$ cat config.mk
export PLATFORM = sky130hd
export DESIGN_NAME = nested_tlv_message_parser
export DESIGN_NICKNAME = d
export VERILOG_FILES = /design/src/rtl/nmp_pkg.sv /design/src/rtl/nmp_step.sv /design/src/rtl/nested_tlv_message_parser.sv
export SDC_FILE = /design/constraint.sdc
export NUM_CORES = 1
export LEC_CHECK = 0
export ABC_CLOCK_PERIOD_IN_PS = 8500
export BUFFER_PORTS_ARGS = -buffer_cell sky130_fd_sc_hd__buf_2
export CAP_MARGIN = 20
export CORE_MARGIN = 5
export CORE_UTILIZATION = 55
export DETAILED_ROUTE_END_ITERATION = 10
export GPL_ROUTABILITY_DRIVEN = 0
export PLACE_DENSITY = 0.74
export SYNTH_ARGS = -nofsm -noshare
export SYNTH_HDL_FRONTEND = slang
export SYNTH_HIERARCHICAL = 1
export SYNTH_SLANG_ARGS = --single-unit
$ cat constraint.sdc
create_clock -name clk -period 8.5 [get_ports clk]
set_input_delay 0.425 -clock clk [delete_from_list [all_inputs] [get_ports clk]]
set_output_delay 0.425 -clock clk [all_outputs]
set_load 0.03 [all_outputs]
$ cat src/rtl/nmp_pkg.sv
// Package with the types, codes and constants shared by the TLV message parser files.
package nmp_pkg;

	// Parse phase; the numeric value doubles as the byte role of the byte.
	typedef enum logic [2:0] {
		PH_TYPE = 3'd0,
		PH_NLEN = 3'd1,
		PH_NAME = 3'd2,
		PH_VHI  = 3'd3,
		PH_VLO  = 3'd4,
		PH_VAL  = 3'd5
	} phase_t;

	// Role reported for bytes that follow a protocol error.
	localparam logic [2:0] ROLE_DISCARD = 3'd6;

	// Element type codes as they appear in the type byte.
	localparam logic [7:0] TYPE_SECTION_START = 8'd1;
	localparam logic [7:0] TYPE_SECTION_END   = 8'd2;
	localparam logic [7:0] TYPE_KEY_VALUE     = 8'd3;
	localparam logic [7:0] TYPE_LIST_START    = 8'd4;
	localparam logic [7:0] TYPE_LIST_ITEM     = 8'd5;
	localparam logic [7:0] TYPE_LIST_END      = 8'd6;

	// Element kind codes as reported on the result.
	localparam logic [2:0] KIND_NONE          = 3'd0;
	localparam logic [2:0] KIND_SECTION_START = 3'd1;
	localparam logic [2:0] KIND_SECTION_END   = 3'd2;
	localparam logic [2:0] KIND_KEY_VALUE     = 3'd3;
	localparam logic [2:0] KIND_LIST_START    = 3'd4;
	localparam logic [2:0] KIND_LIST_ITEM     = 3'd5;
	localparam logic [2:0] KIND_LIST_END      = 3'd6;

	// Hard ceiling on section nesting, applied on top of the register.
	localparam logic [7:0] DEPTH_LIMIT = 8'd15;

	// Reset value of the depth register.
	localparam logic [3:0] MAX_DEPTH_RESET = 4'd8;

	// Parser state carried from one byte to the next.
	typedef struct packed {
		phase_t      phase;
		logic [3:0]  section_depth;
		logic        list_open;
		logic [15:0] bytes_left;
		logic [7:0]  length_high;
		logic [2:0]  current_kind;
		logic        error_seen;
	} parse_state_t;

	localparam parse_state_t STATE_RESET = '{
		phase:         PH_TYPE,
		section_depth: 4'd0,
		list_open:     1'b0,
		bytes_left:    16'd0,
		length_high:   8'd0,
		current_kind:  KIND_NONE,
		error_seen:    1'b0
	};

	// Tagged result for one byte.
	typedef struct packed {
		logic [7:0] byte_out;
		logic [2:0] byte_role;
		logic [2:0] element_kind;
		logic [3:0] nest_depth;
		logic       element_done;
		logic       message_done;
		logic       protocol_error;
	} parse_result_t;

endpackage

$ cat src/rtl/nmp_step.sv
// Combinational parse step: next parser state and tagged result for one byte.
module nmp_step import nmp_pkg::*; #(
	parameter logic [7:0] NEST_LIMIT = DEPTH_LIMIT
) (
	input  parse_state_t  cur,
	input  logic [3:0]    max_depth,
	input  logic [7:0]    data_byte,
	input  logic          last_byte,
	output parse_state_t  nxt,
	output parse_result_t res
);

	logic [2:0]  role;
	logic [2:0]  kind;
	logic [3:0]  depth;
	logic        done;
	logic        err;
	logic [3:0]  depth_inc;
	logic [15:0] count_dec;
	logic [15:0] value_len;

	assign depth_inc = cur.section_depth + 4'd1;
	assign count_dec = cur.bytes_left - 16'd1;
	assign value_len = {cur.length_high, data_byte};

	// Phase decode, element checks and state update.
	always_comb begin
		nxt   = cur;
		role  = ROLE_DISCARD;
		kind  = KIND_NONE;
		depth = 4'd0;
		done  = 1'b0;
		err   = 1'b0;
		if (!cur.error_seen) begin
			role  = 3'(cur.phase);
			depth = cur.section_depth;
			case (cur.phase)
				PH_TYPE: begin
					case (data_byte)
						TYPE_SECTION_START: begin
							if (cur.list_open || cur.section_depth >= max_depth ||
							    {4'd0, cur.section_depth} >= NEST_LIMIT) begin
								err = 1'b1;
							end else begin
								kind      = KIND_SECTION_START;
								depth     = depth_inc;
								nxt.phase = PH_NLEN;
							end
						end
						TYPE_SECTION_END: begin
							if (cur.list_open || cur.section_depth == 4'd0) begin
								err = 1'b1;
							end else begin
								kind              = KIND_SECTION_END;
								done              = 1'b1;
								nxt.section_depth = cur.section_depth - 4'd1;
							end
						end
						TYPE_KEY_VALUE, TYPE_LIST_START: begin
							if (cur.list_open) begin
								err = 1'b1;
							end else begin
								kind      = data_byte[2:0];
								nxt.phase = PH_NLEN;
							end
						end
						TYPE_LIST_ITEM: begin
							if (!cur.list_open) begin
								err = 1'b1;
							end else begin
								kind      = KIND_LIST_ITEM;
								nxt.phase = PH_VHI;
							end
						end
						TYPE_LIST_END: begin
							if (!cur.list_open) begin
								err = 1'b1;
							end else begin
								kind          = KIND_LIST_END;
								done          = 1'b1;
								nxt.list_open = 1'b0;
							end
						end
						default: begin
							err = 1'b1;
						end
					endcase
					if (!err) begin
						nxt.current_kind = kind;
					end
				end
				PH_NLEN: begin
					kind = cur.current_kind;
					if (kind == KIND_SECTION_START) begin
						depth = depth_inc;
					end
					if (data_byte == 8'd0) begin
						err = 1'b1;
					end else begin
						nxt.bytes_left = {8'd0, data_byte};
						nxt.phase      = PH_NAME;
					end
				end
				PH_NAME: begin
					kind = cur.current_kind;
					if (kind == KIND_SECTION_START) begin
						depth = depth_inc;
					end
					nxt.bytes_left = count_dec;
					if (count_dec == 16'd0) begin
						// Name complete: a key-value goes on to its value length,
						// section and list starts are finished here.
						if (cur.current_kind == KIND_KEY_VALUE) begin
							nxt.phase = PH_VHI;
						end else begin
							if (cur.current_kind == KIND_SECTION_START) begin
								nxt.section_depth = depth_inc;
							end else begin
								nxt.list_open = 1'b1;
							end
							done      = 1'b1;
							nxt.phase = PH_TYPE;
						end
					end
				end
				PH_VHI: begin
					kind            = cur.current_kind;
					nxt.length_high = data_byte;
					nxt.phase       = PH_VLO;
				end
				PH_VLO: begin
					kind           = cur.current_kind;
					nxt.bytes_left = value_len;
					if (value_len == 16'd0) begin
						done      = 1'b1;
						nxt.phase = PH_TYPE;
					end else begin
						nxt.phase = PH_VAL;
					end
				end
				default: begin
					kind           = cur.current_kind;
					nxt.bytes_left = count_dec;
					if (count_dec == 16'd0) begin
						done      = 1'b1;
						nxt.phase = PH_TYPE;
					end
				end
			endcase
			// The first violation clears the element kind and done flag; an unfinished or
			// unbalanced message is flagged on its final byte.
			if (err) begin
				kind           = KIND_NONE;
				depth          = cur.section_depth;
				done           = 1'b0;
				nxt.error_seen = 1'b1;
			end else if (last_byte && (nxt.phase != PH_TYPE || nxt.list_open ||
			                           nxt.section_depth != 4'd0)) begin
				err = 1'b1;
			end
		end
		// The final byte returns the parser to its start state.
		if (last_byte) begin
			nxt = STATE_RESET;
		end
	end

	assign res = '{
		byte_out:       data_byte,
		byte_role:      role,
		element_kind:   kind,
		nest_depth:     depth,
		element_done:   done,
		message_done:   last_byte,
		protocol_error: err
	};

endmodule

$ cat src/rtl/nested_tlv_message_parser.sv
// Top level of the nested TLV message parser: input register, parse step, result register.
// A result is presented from the result register once its byte has passed the input register and the parse step.
// Throughput: one byte per cycle while the output is not stalled; the single parse step between the input
// register and the result register updates the parser state whenever a byte advances.
// Reset: arst_n clears the parser state and both valid flags at once and sets
// the depth register to 8.
module nested_tlv_message_parser import nmp_pkg::*; #(
	parameter logic [7:0] NEST_LIMIT = DEPTH_LIMIT
) (
	input  logic       clk,
	input  logic       arst_n,
	input  logic       cfg_we,
	input  logic [3:0] cfg_wdata,
	input  logic       in_valid,
	output logic       in_ready,
	input  logic [7:0] data_byte,
	input  logic       last_byte,
	output logic       out_valid,
	input  logic       out_ready,
	output logic [7:0] byte_out,
	output logic [2:0] byte_role,
	output logic [2:0] element_kind,
	output logic [3:0] nest_depth,
	output logic       element_done,
	output logic       message_done,
	output logic       protocol_error
);

	logic          valid_s1;
	logic [7:0]    data_s1;
	logic          last_s1;
	logic [3:0]    max_depth_q;
	parse_state_t  state_q;
	parse_state_t  state_nxt;
	parse_result_t res_nxt;
	parse_result_t res_s2;
	logic          valid_s2;
	logic          advance;

	// A byte moves from the input register to the result register whenever
	// the result register is empty or its transaction completes this cycle.
	assign advance  = valid_s1 && (!valid_s2 || out_ready);
	assign in_ready = !valid_s1 || advance;

	// Depth limit register.
	always_ff @(posedge clk or negedge arst_n) begin
		if (!arst_n) begin
			max_depth_q <= MAX_DEPTH_RESET;
		end else if (cfg_we) begin
			max_depth_q <= cfg_wdata;
		end
	end

	// Input register.
	always_ff @(posedge clk or negedge arst_n) begin
		if (!arst_n) begin
			valid_s1 <= 1'b0;
		end else if (in_ready) begin
			valid_s1 <= in_valid;
		end
	end

	always_ff @(posedge clk) begin
		if (in_valid && in_ready) begin
			data_s1 <= data_byte;
			last_s1 <= last_byte;
		end
	end

	// Parse step for the byte held in the input register.
	nmp_step #(
		.NEST_LIMIT (NEST_LIMIT)
	) u_step (
		.cur       (state_q),
		.max_depth (max_depth_q),
		.data_byte (data_s1),
		.last_byte (last_s1),
		.nxt       (state_nxt),
		.res       (res_nxt)
	);

	// Parser state.
	always_ff @(posedge clk or negedge arst_n) begin
		if (!arst_n) begin
			state_q <= STATE_RESET;
		end else if (advance) begin
			state_q <= state_nxt;
		end
	end

	// Result register.
	always_ff @(posedge clk or negedge arst_n) begin
		if (!arst_n) begin
			valid_s2 <= 1'b0;
		end else if (advance) begin
			valid_s2 <= 1'b1;
		end else if (out_ready) begin
			valid_s2 <= 1'b0;
		end
	end

	always_ff @(posedge clk) begin
		if (advance) begin
			res_s2 <= res_nxt;
		end
	end

	assign out_valid      = valid_s2;
	assign byte_out       = res_s2.byte_out;
	assign byte_role      = res_s2.byte_role;
	assign element_kind   = res_s2.element_kind;
	assign nest_depth     = res_s2.nest_depth;
	assign element_done   = res_s2.element_done;
	assign message_done   = res_s2.message_done;
	assign protocol_error = res_s2.protocol_error;

`ifndef SYNTHESIS
	// A discarded byte carries no element information and no error.
	assert property (@(posedge clk) disable iff (!arst_n)
		(valid_s2 && byte_role == ROLE_DISCARD) |->
		(!protocol_error && !element_done && element_kind == KIND_NONE &&
		 nest_depth == 4'd0))
	else $error("discarded byte carries element information");

	// The final byte of a message leaves the parser in its start state.
	assert property (@(posedge clk) disable iff (!arst_n)
		(advance && last_s1) |=>
		(state_q.phase == PH_TYPE && state_q.section_depth == 4'd0 &&
		 !state_q.list_open && !state_q.error_seen))
	else $error("parser state not cleared after final byte");

	// A byte held in the input register is not overwritten while it waits.
	assert property (@(posedge clk) disable iff (!arst_n)
		(valid_s1 && !advance) |=> (valid_s1 && $stable(data_s1) && $stable(last_s1)))
	else $error("waiting input byte lost");

	// A result marked as message end always reflects a byte taken with its end flag.
	assert property (@(posedge clk) disable iff (!arst_n)
		advance |=> (valid_s2 && message_done == $past(last_s1)))
	else $error("message end flag mismatch");
`endif

endmodule

# Word level (Yosys, flattened, before mapping)
# Index checks and enable logic that the tools add are counted.
# Widths: inputs -> output; s select.
# classes
n_addsub	3
n_lt_le_gt_ge	2
eq_ne	16
muxes	59
n_reduce_logical	32
# op_table
operator	n
$mux 36	2
$pmux 16 s3	1
$mux 3	13
$logic_not 16->1	2
$pmux 3 s5	2
$eq 8x3->1 const B	3
$mux 4	6
$mux 1	21
$eq 8x2->1 const B	2
$mux 16	1
$mux 8	2
$sub 16x1->16 const B	1
$reduce_or 2->1	6
$mux 5	2
$pmux 5 s2	1
$eq 3x2->1 const B	3
$pmux 3 s3	1
$eq 8x1->1 const B	1
$logic_not 8->1	1
$pmux 1 s4	2
$pmux 4 s2	1
$reduce_and 4->1	2
$logic_or 1x1->1	7
$eq 3x1->1 const B	2
19 further kinds	27
# totals
ff_bits	72
inputBits	18
output_inout_bits	23

# Depth between registers and ports, before layout
# Gate-level depths: netlist (run 1).
# depth
word_depth	13
ltp_mapped	13
ltp_nobuf	11

# Hierarchy
# The synthesis (run 1) kept the hierarchy.
# by_module_without_submodules
mod	instances	cells_per_inst	area_per_inst_um2	seq_area_each_um2
nested_tlv_message_parser	1	122	2601.2	1953.1
nmp_step	1	410	2358.5	0.0

# Least setup slack after synthesis (run 1)
# Ideal clock, no wire load.
# synth_path
kind	flip-flop to flip-flop
start	register state_q[12] (netlist bit)
end	register state_q[33] (netlist bit)
setup_time_ns	0.125
arrival_ns	2.932
required_ns	8.375
path_slack_ns	5.443
path_stages_with_launch	14
n_path_buf	2
period_less_slack_ns	3.057
cell_sequence	dfrtp_1 > inv_1 > ha_1 > or3b_1 > clkbuf_1 > xnor2_1 > a211o_2 > or3_1 > buf_6 > or2_4 > a211oi_2 > o21ai_1 > nor2b_4 > mux2_4
# synth_lines
element	line_no	text
from (decl)	nested_tlv_message_parser.sv:33	parse_state_t state_q;
from (signal assigned)	nested_tlv_message_parser.sv:87	state_q <= state_nxt;

==> results.yml, run 1 <==
status:
  outcome: "complete, no violations"
yosys:
  yosysMostFrequentCell: "nand2_1"
  post-synth-top-area-cell: "dfrtp_1"
  yosysWarnings: 6
  syn_inst: 532
  yosys-top-cells-area: "dfrtp_1 21%, edfxtp_1 18%, mux2_4 8.8%, a21oi_1 5.4%, nand2_1 4.2%"
  synth-edff-count: 30
  yosys.area.top_type_share_pct: 20.7
  synth_commonest_cells: "55 x nand2_1, 54 x a21oi_1, 52 x nor2_1, 41 x dfrtp_1, 30 x edfxtp_1"
  synth-main-ff-cell: "dfrtp_1"
  syn-num-nets: 558
  synth_seq_cells: 72
  avgSynthCellArea_um2: 9.32
  synth_area_um2: 4960
  yosysUniqueCellTypes: 72
  ys_async_sr_fraction_pct: 58.3
  seq_area_frac_synth_pct: 39.4
critical_path:
  crit_path_cell_trace: "inv_1 > ha_1 > or3b_1 > nor4_1 > a211oi_1 > or3_1 > or2_4 > a211oi_2 > o21ai_1 > nor2b_4 > mux2_4"
  crit_fanout: 8
  worstSetupPathType: "register to register"
  reg2regPathDepth: 11
  end_kind: "register"
  reg2reg_from: "state_q[13]"
  crit_start: "state_q[13]"
  crit_slowest_cell: "or3_1"
  required_ns: 8.74
  r2r-end: "state_q[33]"
  start_kind: "register"
  arrival_ns: 3.65
  r2r_slack_ns: 5.09
  cpPeakStageDelay_ns: 0.54
sta:
  tns_ns: 0
  worst_pin_slew_ns: 0.839
  period_minus_slack_ns: 3.41
  layout_setup_ws_ns: 5.09
  slew_headroom_pct: 44.0
  fmax_mhz: 293
  min_period_over_period_pct: 40.1
  finClkSkew_ns: 0.0125
  setup_viol: 0
  finalHoldViolCount: 0
  rsz0062_at_grt: "no"
  slew_violations: 0
layout:
  final_core_util_pct: 60.6
  layout.nets: 569
  layoutNonFillerInstCount: 656
  drive_above_1_share_pct: 23.4
  syn_to_final_growth_pct: 6.99
  n_antenna_cell: 0
power:
  p_leak_nw: 2.15
  vdd_ir_drop_max_mv: 0.0984
  power_density_nw_per_um2: 150
cts:
  clock-sinks: 72
  cts.clk_slew.worst_paths_ns: 0.09
  hold_buffers: 0
  clockBufferDepth: 2
  clk_latency_ns: 0.36
  htree_num_levels: 3
  cts_root_buf: "clkbuf_8"
  post_cts_resized: 0
  cts_tree: "done"
  cts_inserted_buffers: 9
  post_cts_buffers: 0
global_route:
  antenna_found_initial: 0
  grt_max_degree: 46
  grt_first_pass_wirelength_um: 20300
  grt_pass1_vias: 3918
  grt_usage_pct: 22.4
  overflow: 0
detailed_routing:
  dr.pass1.iters: 6
  via_per_inst: 6.39
  drt-initial-drc-count: 389
  ant_nets: 0
  drt_wl_total_um: 12200
  wl_per_cell_um: 18.7
  drc: 0
  vias: 4191
placed_design:
  port_buffers: 40
  place_inst: 639
  pre_cts_slack_ns: 5.19
  place_hpwl_um: 8090
floorplan:
  die_height_um: 105
  num_rows: 34
  die_area_um2: 11000
  pin_count: 41
  start_util_pct: 56.6
  die_x_um: 105
  core-area_um2: 8760
hold_path:
  hold_path_class: "input port to async pin"
job:
  drv_cap: 0
-- placed cells by master (no fill, tap or decap), drive strengths merged, types with 2 or more instances in the layout --
cell,count
a211oi,5
a21o,4
a21oi,54
a22oi,4
a311oi,3
a31oi,3
a32oi,5
and2,5
and3,3
buf,44
bufinv,2
clkbuf,9
clkinv,2
dfrtp,41
edfxtp,30
ha,8
inv,14
mux2,40
mux2i,3
nand2,56
nand2b,13
nand3,10
nand3b,5
nand4,3
nand4b,3
nor2,53
nor2b,8
nor3,14
nor4,12
nor4b,2
o2111ai,3
o21a,2
o21ai,28
o221ai,4
or2,12
or3,9
or3b,3
or4,2
xnor2,6
xor2,4
-- cell type report --
cell class / instances / area (um2)
flip-flops and latches: 72 / 1950
repair buffers: 44 / 243
fillers: 754 / 3460
multi-input cells: 404 / 2700
well taps: 108 / 135
clock inverters: 7 / 103
clock buffers: 9 / 124
inverters: 12 / 45.0
-- kinds of logic (layout without fill, tap and decap cells) --
| logic type | Yosys count | in the layout | share of synthesized area, % |
|---|---|---|---|
| buffers and inverters | 56 | 72 | 6.10 |
| DFF | 72 | 72 | 39.4 |
| adders and majority gates | 8 | 8 | 2.02 |
| and+or+nand+nor | 214 | 214 | 22.7 |
| muxes | 43 | 43 | 11.9 |
| xor gates and xnor gates | 10 | 10 | 1.77 |
| AOI/OAI and AO/OA | 129 | 129 | 16.1 |
-- sequential cells by signal, indices dropped and copies added, names as in the netlist --
register / flops
state_q: 36
byte_out: 8
data_s1: 8
max_depth_q: 4
nest_depth: 4
byte_role: 3
element_kind: 3
element_done: 1
last_s1: 1
message_done: 1
out_valid: 1
protocol_error: 1
valid_s1: 1
-- critical path, delay by kind of cell (launching register included) --
kind                     cells  cell delay (ns)
AND/OR/NAND/NOR              5             1.73
flip-flops                   1             0.47
AO/OA/AOI/OAI                3             0.47
multiplexers                 1             0.27
adder cells (fa/ha/maj)      1             0.24
buffers and inverters        1             0.11
-- how the worst max path moves through the flow --
stage	end	slack, ns
floorplan	state_q[33]	5.44
global placement	state_q[33]	5.29
detailed placement	state_q[33]	5.19
CTS	state_q[33]	5.14
global route	state_q[33]	4.90
finish	state_q[33]	5.09
-- per-stage QoR --
stage	hold slack, ns	area, um2	power [mW]
final	0.0135	5310	0.798
after global routing	0.0402	5310	0.824
after CTS	0.229	5290	0.800
after detailed placement	0.502	5060	0.493
after global placement	0.497	5060	0.491
after floorplan	0.129	4960	0.468
-- where the power goes --
part | switching, mW | total [mW] | internal, mW
clock network | 0.143 | 0.311 | 0.168
logic | 0.0652 | 0.0944 | 0.0292
registers | 0.0129 | 0.393 | 0.380
total | 0.221 | 0.798 | 0.577
-- layer usage --
| layer | global-route usage (%) | part of all wire [%] | vias up | routed length (um) |
|---|---|---|---|---|
| met5 | 0 | 0 | - | 0 |
| met4 | 7.58 | 2.1 | 0 | 256 |
| met3 | 4.93 | 8.1 | 29 | 998 |
| met2 | 35.6 | 48 | 226 | 5880 |
| met1 | 30.2 | 42 | 1985 | 5110 |
| li1 | - | - | 1951 | - |
Power figures use the tool's default switching activity.
==> run 2, diff against run 1 <==
- ABC_AREA: default -> 1
- ABC_CLOCK_PERIOD_IN_PS: 8500 -> 3150
- clock period: 8.5 -> 3.15 ns (I/O delays scaled with it)
==> run 2 against run 1 <==
Compared with the run above: wire length increased by 21%; hold slack improved by 0.0082 ns; critical path depth increased by 6; critical path type unchanged; maximum frequency increased by 24%.
==> results.yml, run 2 <==
critical_path:
  start_kind: "register"
  crit_start: "state_q[12]"
  arrival_ns: 2.85
  end_kind: "register"
  worstSetupPathType: "register to register"
  r2r-end: "protocol_error"
  reg2reg_from: "state_q[12]"
  reg2regPathDepth: 17
  crit_fanout: 6
  r2r_slack_ns: 0.41
  required_ns: 3.26
  crit_end: "protocol_error"
detailed_routing:
  drc: 0
  wl_per_cell_um: 15.7
  drt_wl_total_um: 14900
  via_per_inst: 5.59
  dr.pass1.iters: 6
  drt-initial-drc-count: 568
  vias: 5276
  ant_nets: 0
cts:
  htree_num_levels: 3
  post_cts_buffers: 0
  clockBufferDepth: 2
  cts_inserted_buffers: 9
  clock-sinks: 72
  post_cts_resized: 0
  cts_root_buf: "clkbuf_8"
  cts.clk_slew.worst_paths_ns: 0.09
  clk_latency_ns: 0.36
  cts_tree: "done"
  hold_buffers: 11
sta:
  setup_viol: 0
  worst_pin_slew_ns: 0.852
  finClkSkew_ns: 0.0124
  rsz0062_at_grt: "no"
  min_period_over_period_pct: 87.1
  fmax_mhz: 364
  slew_headroom_pct: 43.1
  period_minus_slack_ns: 2.74
  slew_violations: 0
  tns_ns: 0
  finalHoldViolCount: 0
yosys:
  yosys-top-cells-area: "dfrtp_1 19%, edfxtp_1 17%, nand2_1 15%, inv_1 7.2%, nand3_1 6.5%"
  ys_async_sr_fraction_pct: 58.3
  yosysWarnings: 6
  yosysMostFrequentCell: "nand2_1"
  synth_commonest_cells: "214 x nand2_1, 103 x inv_1, 70 x nand3_1, 68 x nor2_1, 52 x o21ai_0"
  yosys.area.top_type_share_pct: 19.2
  synth_seq_cells: 72
  synth-edff-count: 30
  syn_inst: 773
  avgSynthCellArea_um2: 6.93
  seq_area_frac_synth_pct: 36.5
  synth_area_um2: 5350
  post-synth-top-area-cell: "dfrtp_1"
  syn-num-nets: 799
  synth-main-ff-cell: "dfrtp_1"
  yosysUniqueCellTypes: 45
global_route:
  grt_pass1_vias: 5173
  grt_max_degree: 43
  grt_first_pass_wirelength_um: 24900
  grt_usage_pct: 26.8
  antenna_found_initial: 0
  overflow: 0
floorplan:
  die_height_um: 109
  start_util_pct: 55.5
  die_area_um2: 11800
  num_rows: 36
  pin_count: 41
  die_x_um: 109
  core-area_um2: 9640
placed_design:
  place_inst: 915
  port_buffers: 40
  placed_cell_area_um2: 5520
  place_hpwl_um: 10500
layout:
  drive_above_1_share_pct: 13.2
  layout.nets: 831
  final_common_cell: "nand2_1"
  final_cell_mix: "214 x nand2_1, 103 x inv_1, 70 x nand3_1, 68 x nor2_1, 52 x o21ai_0"
  syn_to_final_growth_pct: 9.18
  fin_area_um2: 5850
  final_core_util_pct: 60.6
  largest_reg_flops: 36
  regMostFlops: "state_q"
  layoutNonFillerInstCount: 943
  n_antenna_cell: 0
power:
  power_density_nw_per_um2: 1050
  p_leak_nw: 3.00
  vdd_ir_drop_max_mv: 0.580
status:
  outcome: "complete, no violations"
hold_path:
  hold_path_class: "input port to register"
  min_from: "in_valid"
job:
  drv_cap: 0
run 2: cell count changes after synthesis, moves of 9 or more:
cell | before | now
nand3_1 | 10 | 70
nor2_2 | 0 | 14
mux2_2 | 11 | 0
nor3_1 | 14 | 5
nand2b_1 | 12 | 0
o21ai_0 | 26 | 52
clkbuf_1 | 22 | 12
mux2_4 | 29 | 0
nand2_1 | 55 | 214
o211ai_1 | 1 | 10
or2_2 | 11 | 0
a21oi_1 | 54 | 40
nor2_1 | 52 | 68
inv_1 | 12 | 103
run 2: report_power, final:
part | internal, mW | total, mW | switching (mW) | leakage, nW
logic | 1.19 | 3.77 | 2.58 | 2.06
clock network | 0.371 | 0.764 | 0.394 | 0.0968
registers | 1.27 | 1.61 | 0.345 | 0.847
total | 2.83 | 6.14 | 3.32 | 3.00
run 2: how the worst min path moves through the flow:
stage | depth (start not counted) | to | slack, ns
final | 3 | valid_s1 | 0.02
after global routing | 3 | valid_s1 | 0.02
after CTS | 3 | max_depth_q[2] | 0.009
after detailed placement | 1 | data_s1[0] | 0.34
after global placement | 1 | data_s1[1] | 0.33
after floorplan | 0 | max_depth_q[0] | -0.14
run 2: area by class of cell:
| class | count | area, um2 |
|---|---|---|
| inverters | 112 | 422 |
| flip-flops and latches | 72 | 1950 |
| clock buffers | 10 | 128 |
| well taps | 133 | 166 |
| multi-input cells | 549 | 2710 |
| fillers | 901 | 3790 |
| repair buffers | 61 | 398 |
| clock inverters | 6 | 68.8 |
run 2: critical path, cell delays in order, from the launching register on:
cell	delay (ns)
dfrtp_1	0.43
inv_1	0.21
ha_1	0.30
nand3_1	0.15
nand2_1	0.09
nand2_1	0.09
nor2_1	0.15
nand2_1	0.07
nor2_1	0.17
nand3_1	0.18
nand3_1	0.12
nand3_1	0.11
nor2_1	0.10
nand2_1	0.05
nor2_1	0.10
nand2_1	0.06
nand2_1	0.07
a21oi_2	0.06
run 2: cell families after synthesis:
group	synth area share [%]
XOR/XNOR	0.818
AO/OA/AOI/OAI	15.1
flip-flops	36.5
adder cells (fa/ha/maj)	1.87
AND/OR/NAND/NOR	32.8
buffers and inverters	12.9
run 2: through the flow:
| step | power, mW | setup slack (ns) | hold slack (ns) |
|---|---|---|---|
| detailed placement | 5.26 | 0.471 | 0.336 |
| finish | 6.14 | 0.406 | 0.0218 |
| floorplan | 4.44 | 0.599 | -0.138 |
| global placement | 5.16 | 0.542 | 0.335 |
| CTS | 6.06 | 0.447 | 0.00918 |
| global route | 6.67 | 0.0676 | 0.0216 |
run 2: metal layers:
layer  up-vias  routed length [um]  global-route usage (%)
li1       2587                   -                       -
met1      2384                6080                    34.4
met2       250                7060                    43.9
met3        55                1110                    3.20
met4         0                 607                    15.0
met5         -                   0                       0
==> run 3, diff against run 2 <==
- BUFFER_PORTS_ARGS: -buffer_cell sky130_fd_sc_hd__buf_2 -> -buffer_cell sky130_fd_sc_hd__buf_4
==> run 3 against run 2 <==
Compared with the run above: clock power is 13% higher; global-route usage hardly changed; die area stayed put; flip-flop and latch count stayed put; critical path depth is 2 higher; hold slack worse by 0.0082 ns; setup slack worse by 0.0077 ns; first-iteration DRC count is 15% lower; sequential share of layout area is 0.67 points lower; sequential power hardly changed; final area is 2.1% higher; non-clock buffer count is 1 lower.
==> results.yml, run 3 (synthesis gave the netlist of run 2 again) <==
status:
  outcome: "complete, no violations"
layout:
  layout.nets: 830
  layoutNonFillerInstCount: 942
  final_cell_mix: "214 x nand2_1, 103 x inv_1, 70 x nand3_1, 68 x nor2_1, 52 x o21ai_0"
  regMostFlops: "state_q"
  largest_reg_flops: 36
  syn_to_final_growth_pct: 11.4
  final_core_util_pct: 61.9
  drive_above_1_share_pct: 13.0
  fillers: 893
  final-seq-area_um2: 1950
  final_common_cell: "nand2_1"
  n_antenna_cell: 0
  multi_input_area_um2: 2710
critical_path:
  arrival_ns: 2.86
  cpMostUsedCell: "nand2_1"
  r2r-end: "protocol_error"
  r2r_slack_ns: 0.40
  crit_slowest_cell: "dfrtp_1"
  crit_fanout: 6
  path_delay_family: "simple AND/OR/NAND/NOR gates"
  reg2regPathDepth: 19
  start_kind: "register"
  required_ns: 3.25
  worstSetupPathType: "register to register"
  reg2reg_from: "state_q[12]"
  crit_path_cell_trace: "inv_1 > ha_1 > nand2_4 > nor2_4 > nand2_1 > nand2_1 > nand2_1 > nor2_1 > nand2_1 > nor2_1 > nand3_1 > nand3_1 > nand2_1 > nor2_1 > nand2_1 > nor2_1 > nand2_1 > nand2_1 > a21oi_2"
  critical_path_buf_inv_count: 1
  cpPeakStageDelay_ns: 0.43
  end_kind: "register"
hold_path:
  whs_endpoint: "max_depth_q[1]"
  worstHoldPathCells: 3
  hold_path_class: "input port to register"
  min_from: "cfg_wdata[1]"
sta:
  slew_violations: 0
  finalHoldViolCount: 0
  min_period_over_period_pct: 87.4
  fmax_mhz: 363
  tns_ns: 0
  worst_pin_slew_ns: 0.864
  slew_headroom_pct: 42.3
  finClkSkew_ns: 0.0122
  rsz0062_at_grt: "no"
  setup_viol: 0
  period_minus_slack_ns: 2.75
power:
  clockPowerShare_pct: 13.8
  vdd_ir_drop_max_mv: 0.494
  p_sw_share_pct: 52.7
  p_leak_nw: 3.05
  combPwrFrac_pct: 60.4
  p_int_mw: 2.95
  p_seq_share_pct: 25.8
  power_density_nw_per_um2: 1050
  p_sw_mw: 3.29
global_route:
  grt_pass1_vias: 5215
  overflow: 0
  grt_usage_pct: 26.8
  antenna_found_initial: 0
  grt_first_pass_wirelength_um: 25000
  grt_max_degree: 43
floorplan:
  start_util_pct: 55.5
  core-area_um2: 9640
  pin_count: 41
  die_x_um: 109
  die_height_um: 109
  die_area_um2: 11800
  num_rows: 36
cts:
  cts_inserted_buffers: 9
  clk_latency_ns: 0.36
  cts_tree: "done"
  cts_root_buf: "clkbuf_8"
  clock-sinks: 72
  clockBufferDepth: 2
  htree_num_levels: 3
  cts.clk_slew.worst_paths_ns: 0.09
detailed_routing:
  dr.pass1.iters: 5
  wl_per_cell_um: 15.7
  drt-initial-drc-count: 483
  via_per_inst: 5.71
  ant_nets: 0
  drt_wl_total_um: 14800
  vias: 5382
  drc: 0
placed_design:
  place_inst: 914
  port_buffers: 40
  place_hpwl_um: 10400
job:
  drv_cap: 0
==> run 3: worst reg2reg max path: cells and delay by family (launching register included) <==
kind	cells	cell delay, ns
fa+ha+maj	1	0.29
compound gates	1	0.06
buf+inv	1	0.21
simple gates	16	1.52
flops	1	0.43
==> run 3: worst max path at each step <==
stage | start | end | slack, ns | cells past startpoint
after floorplan | state_q[29] | protocol_error | 0.60 | 20
after global placement | state_q[12] | protocol_error | 0.54 | 19
after detailed placement | state_q[12] | protocol_error | 0.49 | 19
after CTS | state_q[12] | protocol_error | 0.47 | 18
after global routing | state_q[12] | protocol_error | 0.15 | 19
final | state_q[12] | protocol_error | 0.40 | 19
==> run 3: timing repair <==
| item | 4_1_cts | 5_1_grt |
|---|---|---|
| endpoints found under the hold margin | 52 | 0 |
| hold buffers | 12 | 0 |
| gates resized for setup | 0 | 0 |
| buffers inserted | 0 | 0 |
==> run 3: stage by stage <==
stage / power [mW] / cell area, um2 / hold slack, ns / worst slack (ns)
after detailed placement: 5.28 / 5610 / 0.194 / 0.487
after global placement: 5.19 / 5610 / 0.193 / 0.541
after global routing: 6.80 / 5970 / 0.00945 / 0.150
after CTS: 6.17 / 5970 / 0.0000638 / 0.467
final: 6.24 / 5970 / 0.0136 / 0.398
after floorplan: 4.44 / 5350 / -0.138 / 0.599
==> run 3: power by group through the flow <==
stage	logic [mW]	registers, mW	clock network (mW)
final	3.77	1.61	0.862
after global routing	4.23	1.65	0.918
after CTS	3.68	1.61	0.877
after detailed placement	3.65	1.63	0
after global placement	3.58	1.62	0
after floorplan	2.79	1.65	0
==> run 3: layer usage <==
| metal | up-vias | part of all wire (%) | wire length (um) | GRT usage [%] |
|---|---|---|---|---|
| met3 | 49 | 8.1 | 1200 | 4.26 |
| met5 | - | 0 | 0 | 0 |
| met4 | 0 | 3.9 | 580 | 15.0 |
| met1 | 2476 | 40 | 6000 | 33.5 |
| met2 | 285 | 48 | 7060 | 44.3 |
| li1 | 2572 | - | - | - |
==> run 3: layout make-up <==
cell class                 count  area share, %
multi-input combinational    549           45.4
sequential                    72           32.7
timing repair buffer          60           8.05
inverter                     112           7.07
clock buffer                  12           2.98
tap                          133           2.79
clock inverter                 4          0.944
